**src/design/scs_pkg.sv**
```systemverilog
`timescale 1ns / 1ps

package scs_pkg;

   // block sizing
   localparam int COUNT_DIGITS = 4;
   localparam int MOTOR_COUNT  = 3;
   localparam int COUNT_W      = 14;
   localparam int DELAY_W      = 8;
   localparam int QUEUE_DEPTH  = 2;
   localparam int QPTR_W       = (QUEUE_DEPTH > 1) ? $clog2(QUEUE_DEPTH) : 1;
   localparam int QCNT_W       = $clog2(QUEUE_DEPTH + 1);

   // ascii codes
   localparam logic [7:0] ASCII_G    = 8'h67;
   localparam logic [7:0] ASCII_D    = 8'h64;
   localparam logic [7:0] ASCII_K    = 8'h6B;
   localparam logic [7:0] ASCII_ONE  = 8'h31;
   localparam logic [7:0] ASCII_TWO  = 8'h32;
   localparam logic [7:0] ASCII_ZERO = 8'h30;
   localparam logic [7:0] ASCII_NINE = 8'h39;

   // configuration register indexes
   localparam logic [1:0] CSR_DELAY_G = 2'd0;
   localparam logic [1:0] CSR_DELAY_D = 2'd1;
   localparam logic [1:0] CSR_DELAY_K = 2'd2;

   // delay reset values
   localparam logic [DELAY_W-1:0] DELAY_G_RESET = 8'd18;
   localparam logic [DELAY_W-1:0] DELAY_D_RESET = 8'd2;
   localparam logic [DELAY_W-1:0] DELAY_K_RESET = 8'd2;

   localparam logic [7:0] PORT_CLEAR = 8'h00;

   typedef enum logic [1:0] {
      MOTOR_G = 2'd0,
      MOTOR_D = 2'd1,
      MOTOR_K = 2'd2
   } motor_type;

   // classified item passed from front to back
   typedef struct packed {
      logic                tick;
      motor_type           motor;
      logic                reverse;
      logic [COUNT_W-1:0]  count;
   } item_type;

   // per-motor hold times
   typedef struct packed {
      logic [DELAY_W-1:0] g;
      logic [DELAY_W-1:0] d;
      logic [DELAY_W-1:0] k;
   } delays_type;

   // full-step coil pattern by phase
   function automatic logic [3:0] step_base(input logic [1:0] phase);
      logic [3:0] pat;
      unique case (phase)
         2'd0: pat = 4'd3;
         2'd1: pat = 4'd6;
         2'd2: pat = 4'd12;
         default: pat = 4'd9;
      endcase
      return pat;
   endfunction

endpackage

```
**src/design/stepper_command_sequencer.sv**
```systemverilog
`timescale 1ns / 1ps

// Full-step sequencer for three two-phase stepper motors (g, d, k).
// Request channel (req_*): each transfer is either a one-millisecond tick
// (req_command = 0) or a command packet with motor letter, direction
// character and four ASCII count digits. Unknown packets are dropped at
// the front; packets that arrive during a move are discarded.
// Response channel (rsp_*): one transfer per coil step or move end, giving
// the new port B and port A values; rsp_move_done marks the clearing result.
// Config channel (csr_*): per-motor step hold times in ticks, index 0..2;
// csr_ready is always high. Write only while no move is running.
// Path: a result passes through the queue entry register and then the
// output register before it is on rsp_*.
// Throughput: one request per cycle while req_stall is low; the front
// decodes into a two-entry queue; the back consumes one entry per cycle.
// When rsp_stall is high the result holds; requests that yield no result
// keep draining, and the queue filling up raises req_stall.
// Reset: phases, move state and ports clear, hold times return to
// 18, 2 and 2 ticks; no clearing pass is needed.
module stepper_command_sequencer import scs_pkg::*; (
   input  logic        clock,
   input  logic        reset,
   input  logic        req_valid,
   output logic        req_stall,
   input  logic        req_command,
   input  logic [7:0]  req_motor_letter,
   input  logic [7:0]  req_direction_char,
   input  logic [7:0]  req_digit_thousands,
   input  logic [7:0]  req_digit_hundreds,
   input  logic [7:0]  req_digit_tens,
   input  logic [7:0]  req_digit_units,
   output logic        rsp_valid,
   input  logic        rsp_stall,
   output logic [7:0]  rsp_port_b_value,
   output logic [7:0]  rsp_port_a_value,
   output logic        rsp_move_done,
   input  logic        csr_valid,
   output logic        csr_ready,
   input  logic [1:0]  csr_index,
   input  logic [7:0]  csr_wdata
);

   delays_type  delays_ff, delays_in;
   logic        queue_full;
   logic        push;
   item_type    push_item;
   logic        pop;
   logic        head_valid;
   item_type    head_item;

   // hold time registers
   assign csr_ready = 1'b1;

   always_comb begin
      delays_in = delays_ff;
      if (csr_valid && csr_ready) begin
         case (csr_index)
            CSR_DELAY_G: delays_in.g = csr_wdata;
            CSR_DELAY_D: delays_in.d = csr_wdata;
            CSR_DELAY_K: delays_in.k = csr_wdata;
            default: delays_in = delays_ff;
         endcase
      end
   end

   always_ff @(posedge clock) begin
      if (reset) begin
         delays_ff.g <= DELAY_G_RESET;
         delays_ff.d <= DELAY_D_RESET;
         delays_ff.k <= DELAY_K_RESET;
      end else begin
         delays_ff <= delays_in;
      end
   end

   scs_front u_front (
      .req_valid           (req_valid),
      .req_command         (req_command),
      .req_motor_letter    (req_motor_letter),
      .req_direction_char  (req_direction_char),
      .req_digit_thousands (req_digit_thousands),
      .req_digit_hundreds  (req_digit_hundreds),
      .req_digit_tens      (req_digit_tens),
      .req_digit_units     (req_digit_units),
      .queue_full          (queue_full),
      .req_stall           (req_stall),
      .push                (push),
      .push_item           (push_item)
   );

   scs_queue u_queue (
      .clock      (clock),
      .reset      (reset),
      .push       (push),
      .push_item  (push_item),
      .pop        (pop),
      .full       (queue_full),
      .head_valid (head_valid),
      .head_item  (head_item)
   );

   scs_back u_back (
      .clock            (clock),
      .reset            (reset),
      .head_valid       (head_valid),
      .head_item        (head_item),
      .delays           (delays_ff),
      .pop              (pop),
      .rsp_valid        (rsp_valid),
      .rsp_stall        (rsp_stall),
      .rsp_port_b_value (rsp_port_b_value),
      .rsp_port_a_value (rsp_port_a_value),
      .rsp_move_done    (rsp_move_done)
   );

   // a move-end result always shows both ports cleared
   a_done_clears: assert property (@(posedge clock) disable iff (reset)
      rsp_valid && rsp_move_done |-> rsp_port_b_value == 8'h00 && rsp_port_a_value == 8'h00)
      else $error("move end with a port still driven");

   // a step result always drives some coil
   a_step_drives: assert property (@(posedge clock) disable iff (reset)
      rsp_valid && !rsp_move_done |-> rsp_port_b_value != 8'h00 || rsp_port_a_value != 8'h00)
      else $error("step result with no coil driven");

   // nothing is offered right after reset
   a_reset_quiet: assert property (@(posedge clock)
      reset |=> !rsp_valid)
      else $error("response valid right after reset");

endmodule

```
**src/design/scs_front.sv**
```systemverilog
`timescale 1ns / 1ps

module scs_front import scs_pkg::*; (
   input  logic        req_valid,
   input  logic        req_command,
   input  logic [7:0]  req_motor_letter,
   input  logic [7:0]  req_direction_char,
   input  logic [7:0]  req_digit_thousands,
   input  logic [7:0]  req_digit_hundreds,
   input  logic [7:0]  req_digit_tens,
   input  logic [7:0]  req_digit_units,
   input  logic        queue_full,
   output logic        req_stall,
   output logic        push,
   output item_type    push_item
);

   logic [7:0]          chars [4];
   logic [COUNT_W-1:0]  count;
   motor_type           motor;
   logic                letter_ok;
   logic                dir_ok;
   logic                packet_ok;

   assign chars[0] = req_digit_thousands;
   assign chars[1] = req_digit_hundreds;
   assign chars[2] = req_digit_tens;
   assign chars[3] = req_digit_units;

   // motor letter decode
   always_comb begin
      letter_ok = 1'b1;
      unique case (req_motor_letter)
         ASCII_G: motor = MOTOR_G;
         ASCII_D: motor = MOTOR_D;
         ASCII_K: motor = MOTOR_K;
         default: begin
            motor     = MOTOR_G;
            letter_ok = 1'b0;
         end
      endcase
   end

   assign dir_ok = (req_direction_char == ASCII_ONE) || (req_direction_char == ASCII_TWO);

   // decimal count, stops at the first non-digit
   always_comb begin
      logic stop;
      stop  = 1'b0;
      count = '0;
      for (int i = 0; i < COUNT_DIGITS; i++) begin
         if (!stop) begin
            if (chars[i] >= ASCII_ZERO && chars[i] <= ASCII_NINE) begin
               count = COUNT_W'(count * COUNT_W'(10))
                     + {(COUNT_W-4)'(0), 4'(chars[i] - ASCII_ZERO)};
            end else begin
               stop = 1'b1;
            end
         end
      end
   end

   assign packet_ok = letter_ok && dir_ok && (32'(motor) < MOTOR_COUNT);

   // unknown packets are dropped here and never reach the queue
   assign req_stall         = queue_full;
   assign push              = req_valid && !queue_full && (!req_command || packet_ok);
   assign push_item.tick    = !req_command;
   assign push_item.motor   = motor;
   assign push_item.reverse = (req_direction_char == ASCII_TWO);
   assign push_item.count   = count;

endmodule

```
**src/design/scs_queue.sv**
```systemverilog
`timescale 1ns / 1ps

module scs_queue import scs_pkg::*; (
   input  logic      clock,
   input  logic      reset,
   input  logic      push,
   input  item_type  push_item,
   input  logic      pop,
   output logic      full,
   output logic      head_valid,
   output item_type  head_item
);

   item_type             entry_ff [QUEUE_DEPTH];
   logic [QPTR_W-1:0]    wr_ptr_ff, wr_ptr_in;
   logic [QPTR_W-1:0]    rd_ptr_ff, rd_ptr_in;
   logic [QCNT_W-1:0]    cnt_ff, cnt_in;
   logic                 do_push;
   logic                 do_pop;

   assign full       = (cnt_ff == QCNT_W'(QUEUE_DEPTH));
   assign head_valid = (cnt_ff != '0);
   assign head_item  = entry_ff[rd_ptr_ff];

   assign do_push = push && !full;
   assign do_pop  = pop && head_valid;

   // pointer and fill count update
   always_comb begin
      wr_ptr_in = wr_ptr_ff;
      rd_ptr_in = rd_ptr_ff;
      cnt_in    = cnt_ff;
      if (do_push) begin
         wr_ptr_in = (wr_ptr_ff == QPTR_W'(QUEUE_DEPTH - 1)) ? '0 : wr_ptr_ff + 1'b1;
      end
      if (do_pop) begin
         rd_ptr_in = (rd_ptr_ff == QPTR_W'(QUEUE_DEPTH - 1)) ? '0 : rd_ptr_ff + 1'b1;
      end
      if (do_push && !do_pop) begin
         cnt_in = cnt_ff + 1'b1;
      end else if (do_pop && !do_push) begin
         cnt_in = cnt_ff - 1'b1;
      end
   end

   always_ff @(posedge clock) begin
      if (reset) begin
         wr_ptr_ff <= '0;
         rd_ptr_ff <= '0;
         cnt_ff    <= '0;
      end else begin
         wr_ptr_ff <= wr_ptr_in;
         rd_ptr_ff <= rd_ptr_in;
         cnt_ff    <= cnt_in;
      end
   end

   // entry storage
   always_ff @(posedge clock) begin
      if (do_push) begin
         entry_ff[wr_ptr_ff] <= push_item;
      end
   end

endmodule

```
**src/design/scs_back.sv**
```systemverilog
`timescale 1ns / 1ps

module scs_back import scs_pkg::*; (
   input  logic        clock,
   input  logic        reset,
   input  logic        head_valid,
   input  item_type    head_item,
   input  delays_type  delays,
   output logic        pop,
   output logic        rsp_valid,
   input  logic        rsp_stall,
   output logic [7:0]  rsp_port_b_value,
   output logic [7:0]  rsp_port_a_value,
   output logic        rsp_move_done
);

   logic [1:0]          phase_ff [MOTOR_COUNT];
   logic [1:0]          phase_in [MOTOR_COUNT];
   logic                busy_ff, busy_in;
   motor_type           active_ff, active_in;
   logic                reverse_ff, reverse_in;
   logic [COUNT_W-1:0]  steps_ff, steps_in;
   logic [DELAY_W-1:0]  ms_ff, ms_in;
   logic [7:0]          port_b_ff, port_b_in;
   logic [7:0]          port_a_ff, port_a_in;
   logic                rsp_valid_ff, rsp_valid_in;
   logic                done_ff, done_in;

   motor_type           sel;
   logic                sel_rev;
   logic [1:0]          phase;
   logic [3:0]          pat;
   logic [DELAY_W-1:0]  hold;
   logic                out_ready;
   logic                do_step;
   logic                do_done;
   logic                do_dec;
   logic                do_start;
   logic                produce;

   // motor for the step: the running one on a tick, the new one on a start
   assign sel     = head_item.tick ? active_ff : head_item.motor;
   assign sel_rev = head_item.tick ? reverse_ff : head_item.reverse;

   always_comb begin
      logic [DELAY_W-1:0] d;
      unique case (sel)
         MOTOR_G: begin
            phase = phase_ff[0];
            d     = delays.g;
         end
         MOTOR_D: begin
            phase = phase_ff[1];
            d     = delays.d;
         end
         MOTOR_K: begin
            phase = phase_ff[2 % MOTOR_COUNT];
            d     = delays.k;
         end
         default: begin
            phase = phase_ff[0];
            d     = delays.g;
         end
      endcase
      hold = (d == '0) ? DELAY_W'(1) : d;
      pat  = step_base(sel_rev ? (2'd3 - phase) : phase);
   end

   // classify the head item against the current move state
   always_comb begin
      do_step  = 1'b0;
      do_done  = 1'b0;
      do_dec   = 1'b0;
      do_start = 1'b0;
      if (head_valid) begin
         if (head_item.tick) begin
            if (busy_ff) begin
               if (ms_ff > DELAY_W'(1)) begin
                  do_dec = 1'b1;
               end else if (steps_ff == '0) begin
                  do_done = 1'b1;
               end else begin
                  do_step = 1'b1;
               end
            end
         end else if (!busy_ff) begin
            if (head_item.count == '0) begin
               do_done = 1'b1;
            end else begin
               do_start = 1'b1;
               do_step  = 1'b1;
            end
         end
      end
   end

   assign out_ready = !rsp_valid_ff || !rsp_stall;
   assign produce   = do_step || do_done;
   assign pop       = head_valid && (!produce || out_ready);

   // next state
   always_comb begin
      for (int i = 0; i < MOTOR_COUNT; i++) begin
         phase_in[i] = phase_ff[i];
      end
      busy_in      = busy_ff;
      active_in    = active_ff;
      reverse_in   = reverse_ff;
      steps_in     = steps_ff;
      ms_in        = ms_ff;
      port_b_in    = port_b_ff;
      port_a_in    = port_a_ff;
      done_in      = done_ff;
      rsp_valid_in = rsp_valid_ff && rsp_stall;
      if (pop) begin
         if (do_dec) begin
            ms_in = ms_ff - 1'b1;
         end
         if (do_done) begin
            busy_in      = 1'b0;
            ms_in        = '0;
            port_b_in    = PORT_CLEAR;
            port_a_in    = PORT_CLEAR;
            done_in      = 1'b1;
            rsp_valid_in = 1'b1;
         end
         if (do_start) begin
            busy_in    = 1'b1;
            active_in  = head_item.motor;
            reverse_in = head_item.reverse;
            steps_in   = head_item.count - 1'b1;
         end else if (do_step) begin
            steps_in = steps_ff - 1'b1;
         end
         if (do_step) begin
            unique case (sel)
               MOTOR_D: port_b_in = {pat, 4'h0};
               MOTOR_K: port_a_in = {4'h0, pat};
               default: port_b_in = {4'h0, pat};
            endcase
            for (int i = 0; i < MOTOR_COUNT; i++) begin
               if (32'(sel) == i) begin
                  phase_in[i] = phase + 1'b1;
               end
            end
            ms_in        = hold;
            done_in      = 1'b0;
            rsp_valid_in = 1'b1;
         end
      end
   end

   always_ff @(posedge clock) begin
      if (reset) begin
         for (int i = 0; i < MOTOR_COUNT; i++) begin
            phase_ff[i] <= '0;
         end
         busy_ff      <= 1'b0;
         active_ff    <= MOTOR_G;
         reverse_ff   <= 1'b0;
         steps_ff     <= '0;
         ms_ff        <= '0;
         port_b_ff    <= PORT_CLEAR;
         port_a_ff    <= PORT_CLEAR;
         done_ff      <= 1'b0;
         rsp_valid_ff <= 1'b0;
      end else begin
         for (int i = 0; i < MOTOR_COUNT; i++) begin
            phase_ff[i] <= phase_in[i];
         end
         busy_ff      <= busy_in;
         active_ff    <= active_in;
         reverse_ff   <= reverse_in;
         steps_ff     <= steps_in;
         ms_ff        <= ms_in;
         port_b_ff    <= port_b_in;
         port_a_ff    <= port_a_in;
         done_ff      <= done_in;
         rsp_valid_ff <= rsp_valid_in;
      end
   end

   // port registers change only when a result is loaded, so they are the payload
   assign rsp_valid        = rsp_valid_ff;
   assign rsp_port_b_value = port_b_ff;
   assign rsp_port_a_value = port_a_ff;
   assign rsp_move_done    = done_ff;

endmodule
```
**config.mk**
```make
export PLATFORM = sky130hd
export DESIGN_NAME = stepper_command_sequencer
export DESIGN_NICKNAME = d
export VERILOG_FILES = /design/src/design/scs_pkg.sv /design/src/design/stepper_command_sequencer.sv /design/src/design/scs_front.sv /design/src/design/scs_queue.sv /design/src/design/scs_back.sv
export SDC_FILE = /design/constraint.sdc
export NUM_CORES = 1
export LEC_CHECK = 0
export ABC_AREA = 1
export ABC_CLOCK_PERIOD_IN_PS = 8300
export BUFFER_PORTS_ARGS = -buffer_cell sky130_fd_sc_hd__buf_2
export CORE_MARGIN = 2
export CORE_UTILIZATION = 45
export CTS_BUF_LIST = sky130_fd_sc_hd__clkbuf_4 sky130_fd_sc_hd__clkbuf_8
export DETAILED_ROUTE_END_ITERATION = 16
export GPL_TIMING_DRIVEN = 0
export SLEW_MARGIN = 20
export SYNTH_ARGS = -nofsm -noshare
export SYNTH_HDL_FRONTEND = slang
export SYNTH_SLANG_ARGS = --single-unit
```
**constraint.sdc**
```tcl
create_clock -name clock -period 8.3 [get_ports clock]
set_input_delay 0.83 -clock clock [delete_from_list [all_inputs] [get_ports clock]]
set_output_delay 0.83 -clock clock [all_outputs]
set_load 0.01 [all_outputs]
```
==> metrics <==
drt first pass iters 5; CP peak stage delay 480 ps; clock latency at the later pin of the worst-skew pair about 430 ps; Worst IR Drop VDD 0.163 mV; DRC viols 0; leakage 4.51 nW; max-slew violations 0; Max clock buf depth 2; Syn Inst Count 1,142; Distinct cells, synth 57; Async SR Flop Fraction 0%; post-route minimum period 7200 ps; Fin Setup TNS 0 ps; # nets final between 1,000 and 1,500; Synth Cell Area between 8000 and 9000 um^2; Rel. slew slack 52.3%; CP Launch Type input pin; final WL between 20,000 and 25,000 um; Final WS setup 1100 ps; Clock Tree Root clkbuf_8; largest net degree at the start of global routing 17; share of post-route cells with drive strength above 1 about 14%; # port buffers 81; Worst Path Max Fanout 5; Post-CTS Setup Inserts 0; RR Endpoint u_back.rsp_port_b_value[2]; post-DP HPWL 16,000 um; predominant post-synthesis flop cell dfxtp_1; status completed; Slowest-stage cell, CP fa_1; fmax 139 MHz; vias in the first global route 6,960; first-pass GRT wire length 33,200 um; # setup viols final 0; CP Capture Type flip-flop; syn avg cell area 7.03 um^2; Worst Tran Pin Value 707 ps; number of diodes 0; Initial Util 46.3%; gr usage total 22.3%; antenna-violating nets left 0; WP data required 8480 ps; Setup Skew 14.3 ps; cts bufs inserted 17; Die Height between 100 and 150 um; unrepaired setup endpoints after global routing no; post-cts resize count 0; hold_buf cts 0; Overflow after GRT 0; DRT iter0 DRCs 452; crit-path most repeated cell nor2_1; dpl ws 654 ps; chip width 138 um; Worst Setup EP u_queue.entry_ff[0][13]; vias between 7,000 and 8,000; routability cong. 0.891; core area 17,400 um^2; commonest non-fill, non-tap cells in the layout 255 x nand2_1, 168 x inv_1, 101 x nor2_1, 86 x a21oi_1, 84 x buf_2; # clock sinks around 120; CTS HTree Levels 4; final period utilization a little under 90%; per-cell routed wire length 13.6 um; fillers 1,730; syn nets about 1,300; hold crit path type flip-flop to flip-flop; CTS tree built; Yosys reg bits 115; Hold Slack 439 ps; Post-synth EDFFs 36; reg2reg path depth 14; critical path class input pin to flip-flop; Area growth syn-to-layout 14.6%; Final Hold Fails 0; Ys Warns 0; post-synthesis sequential area ratio roughly a third; DR vias/cell roughly 5; Power Dens Cells 306 nW/um^2; Die ar. 18,900 um^2; Ports 84; Crit. Startpoint req_digit_thousands[1]; max cap viols 0; setup slack, reg-to-reg 4490 ps; commonest non-fill, non-tap cell in the layout nand2_1; worst path arrival time 7380 ps; Reg clk slew, reported paths 70 ps; initial antenna violation count 0; row count 48
## cells in the mapped netlist (all sizes together) (2+ instances only)
library cell	count	area, um^2
o221ai	2	17.5
edfxtp	36	1080
o21ai	99	507
xnor2	7	61.3
nand4	25	163
dfxtp	79	1580
a21oi	86	430
o21bai	2	18.8
or2	9	56.3
nand3b	6	45.0
nor4	2	12.5
nor3b	2	15.0
nor3	13	76.3
clkinv	2	7.51
o22ai	8	50.1
nand2	273	1080
o211ai	4	35.0
ha	57	713
inv	172	646
clkbuf	14	52.6
nand3	74	380
nor2	115	487
mux2i	4	40.0
xor2	12	105
fa	6	120
a31oi	4	25.0
buf	12	90.1
a22oi	4	30.0
## flip-flops by register name (all words and copies together), names as in the netlist, named ones only
name and flops:
u_back.busy_ff 1, u_back.phase_ff 6, u_back.rsp_valid 1, u_queue.cnt_ff 2, u_back.rsp_port_a_value 8, u_back.ms_ff 8
u_queue.entry_ff 36, u_back.reverse_ff 1, u_back.rsp_move_done 1, u_back.steps_ff 14, u_queue.wr_ptr_ff 1, u_back.active_ff 2
u_back.rsp_port_b_value 8, u_queue.rd_ptr_ff 1, delays_ff 24
## final cells by class
type                       instances  area, um^2  area share (%)
buffer                            26         143            1.55
tap                              225         282            3.06
timing repair buffer              83         432            4.69
clock inverter                     9         150            1.63
sequential                       115        2660            28.9
clock buffer                      23         304            3.30
multi-input combinational        827        4580            49.8
inverter                         174         653            7.09
## worst max-delay path: cells and delay by family
kind | cells | cell delay [ps]
buf+inv | 5 | 390
simple gates | 20 | 2720
compound gates | 5 | 1160
fa+ha+maj | 7 | 2270
## through the flow
stage               std cells  utilization, %  total power, mW  area, um^2
detailed placement       1450            50.4             2.23        8750
global placement         1448            50.2             2.22        8720
CTS                      1482            53.0             2.83        9210
finish                   1482            53.0             2.82        9210
global route             1482            53.0             3.06        9210
floorplan                1142               -             1.87        8030
## per-layer routing
metal | vias up | part of all wire [%] | global-route usage, % | wire [um]
met2 | 143 | 48 | 39.0 | 9650
met3 | 19 | 3.4 | 3.16 | 677
met4 | 0 | 1.5 | 7.67 | 310
li1 | 3970 | - | - | -
met1 | 3352 | 47 | 28.2 | 9470
met5 | - | 0 | 0 | 0
## kinds of logic after synthesis
family,after synthesis,synth area share [%]
other,1,0.0467
flip-flops,115,33.1
AO/OA/AOI/OAI,220,15.0
XOR/XNOR,19,2.07
adder cells (fa/ha/maj),63,10.4
buffers and inverters,200,9.90
multiplexers,5,0.639
AND/OR/NAND/NOR,519,28.8
## worst min-delay path by stage
stage / startpoint / endpoint / slack (ps) / cells past startpoint
2_1_floorplan: delays_ff[10] / delays_ff[10] / 420 / 2
3_3_place_gp: u_back.rsp_port_a_value[6] / u_back.rsp_port_a_value[6] / 430 / 2
3_5_place_dp: u_back.rsp_port_a_value[5] / u_back.rsp_port_a_value[5] / 430 / 2
4_1_cts: u_back.rsp_port_a_value[5] / u_back.rsp_port_a_value[5] / 440 / 2
5_1_grt: u_back.rsp_port_a_value[4] / u_back.rsp_port_a_value[4] / 460 / 2
6_report: u_back.rsp_port_a_value[5] / u_back.rsp_port_a_value[5] / 440 / 2
## power by group
| part | internal (mW) | switching, mW |
|---|---|---|
| Sequential | 0.670 | 0.0493 |
| Clock | 0.365 | 0.223 |
| Combinational | 0.519 | 0.993 |
| Total | 1.55 | 1.27 |
No activity file was read; power rests on OpenSTA's default activity.
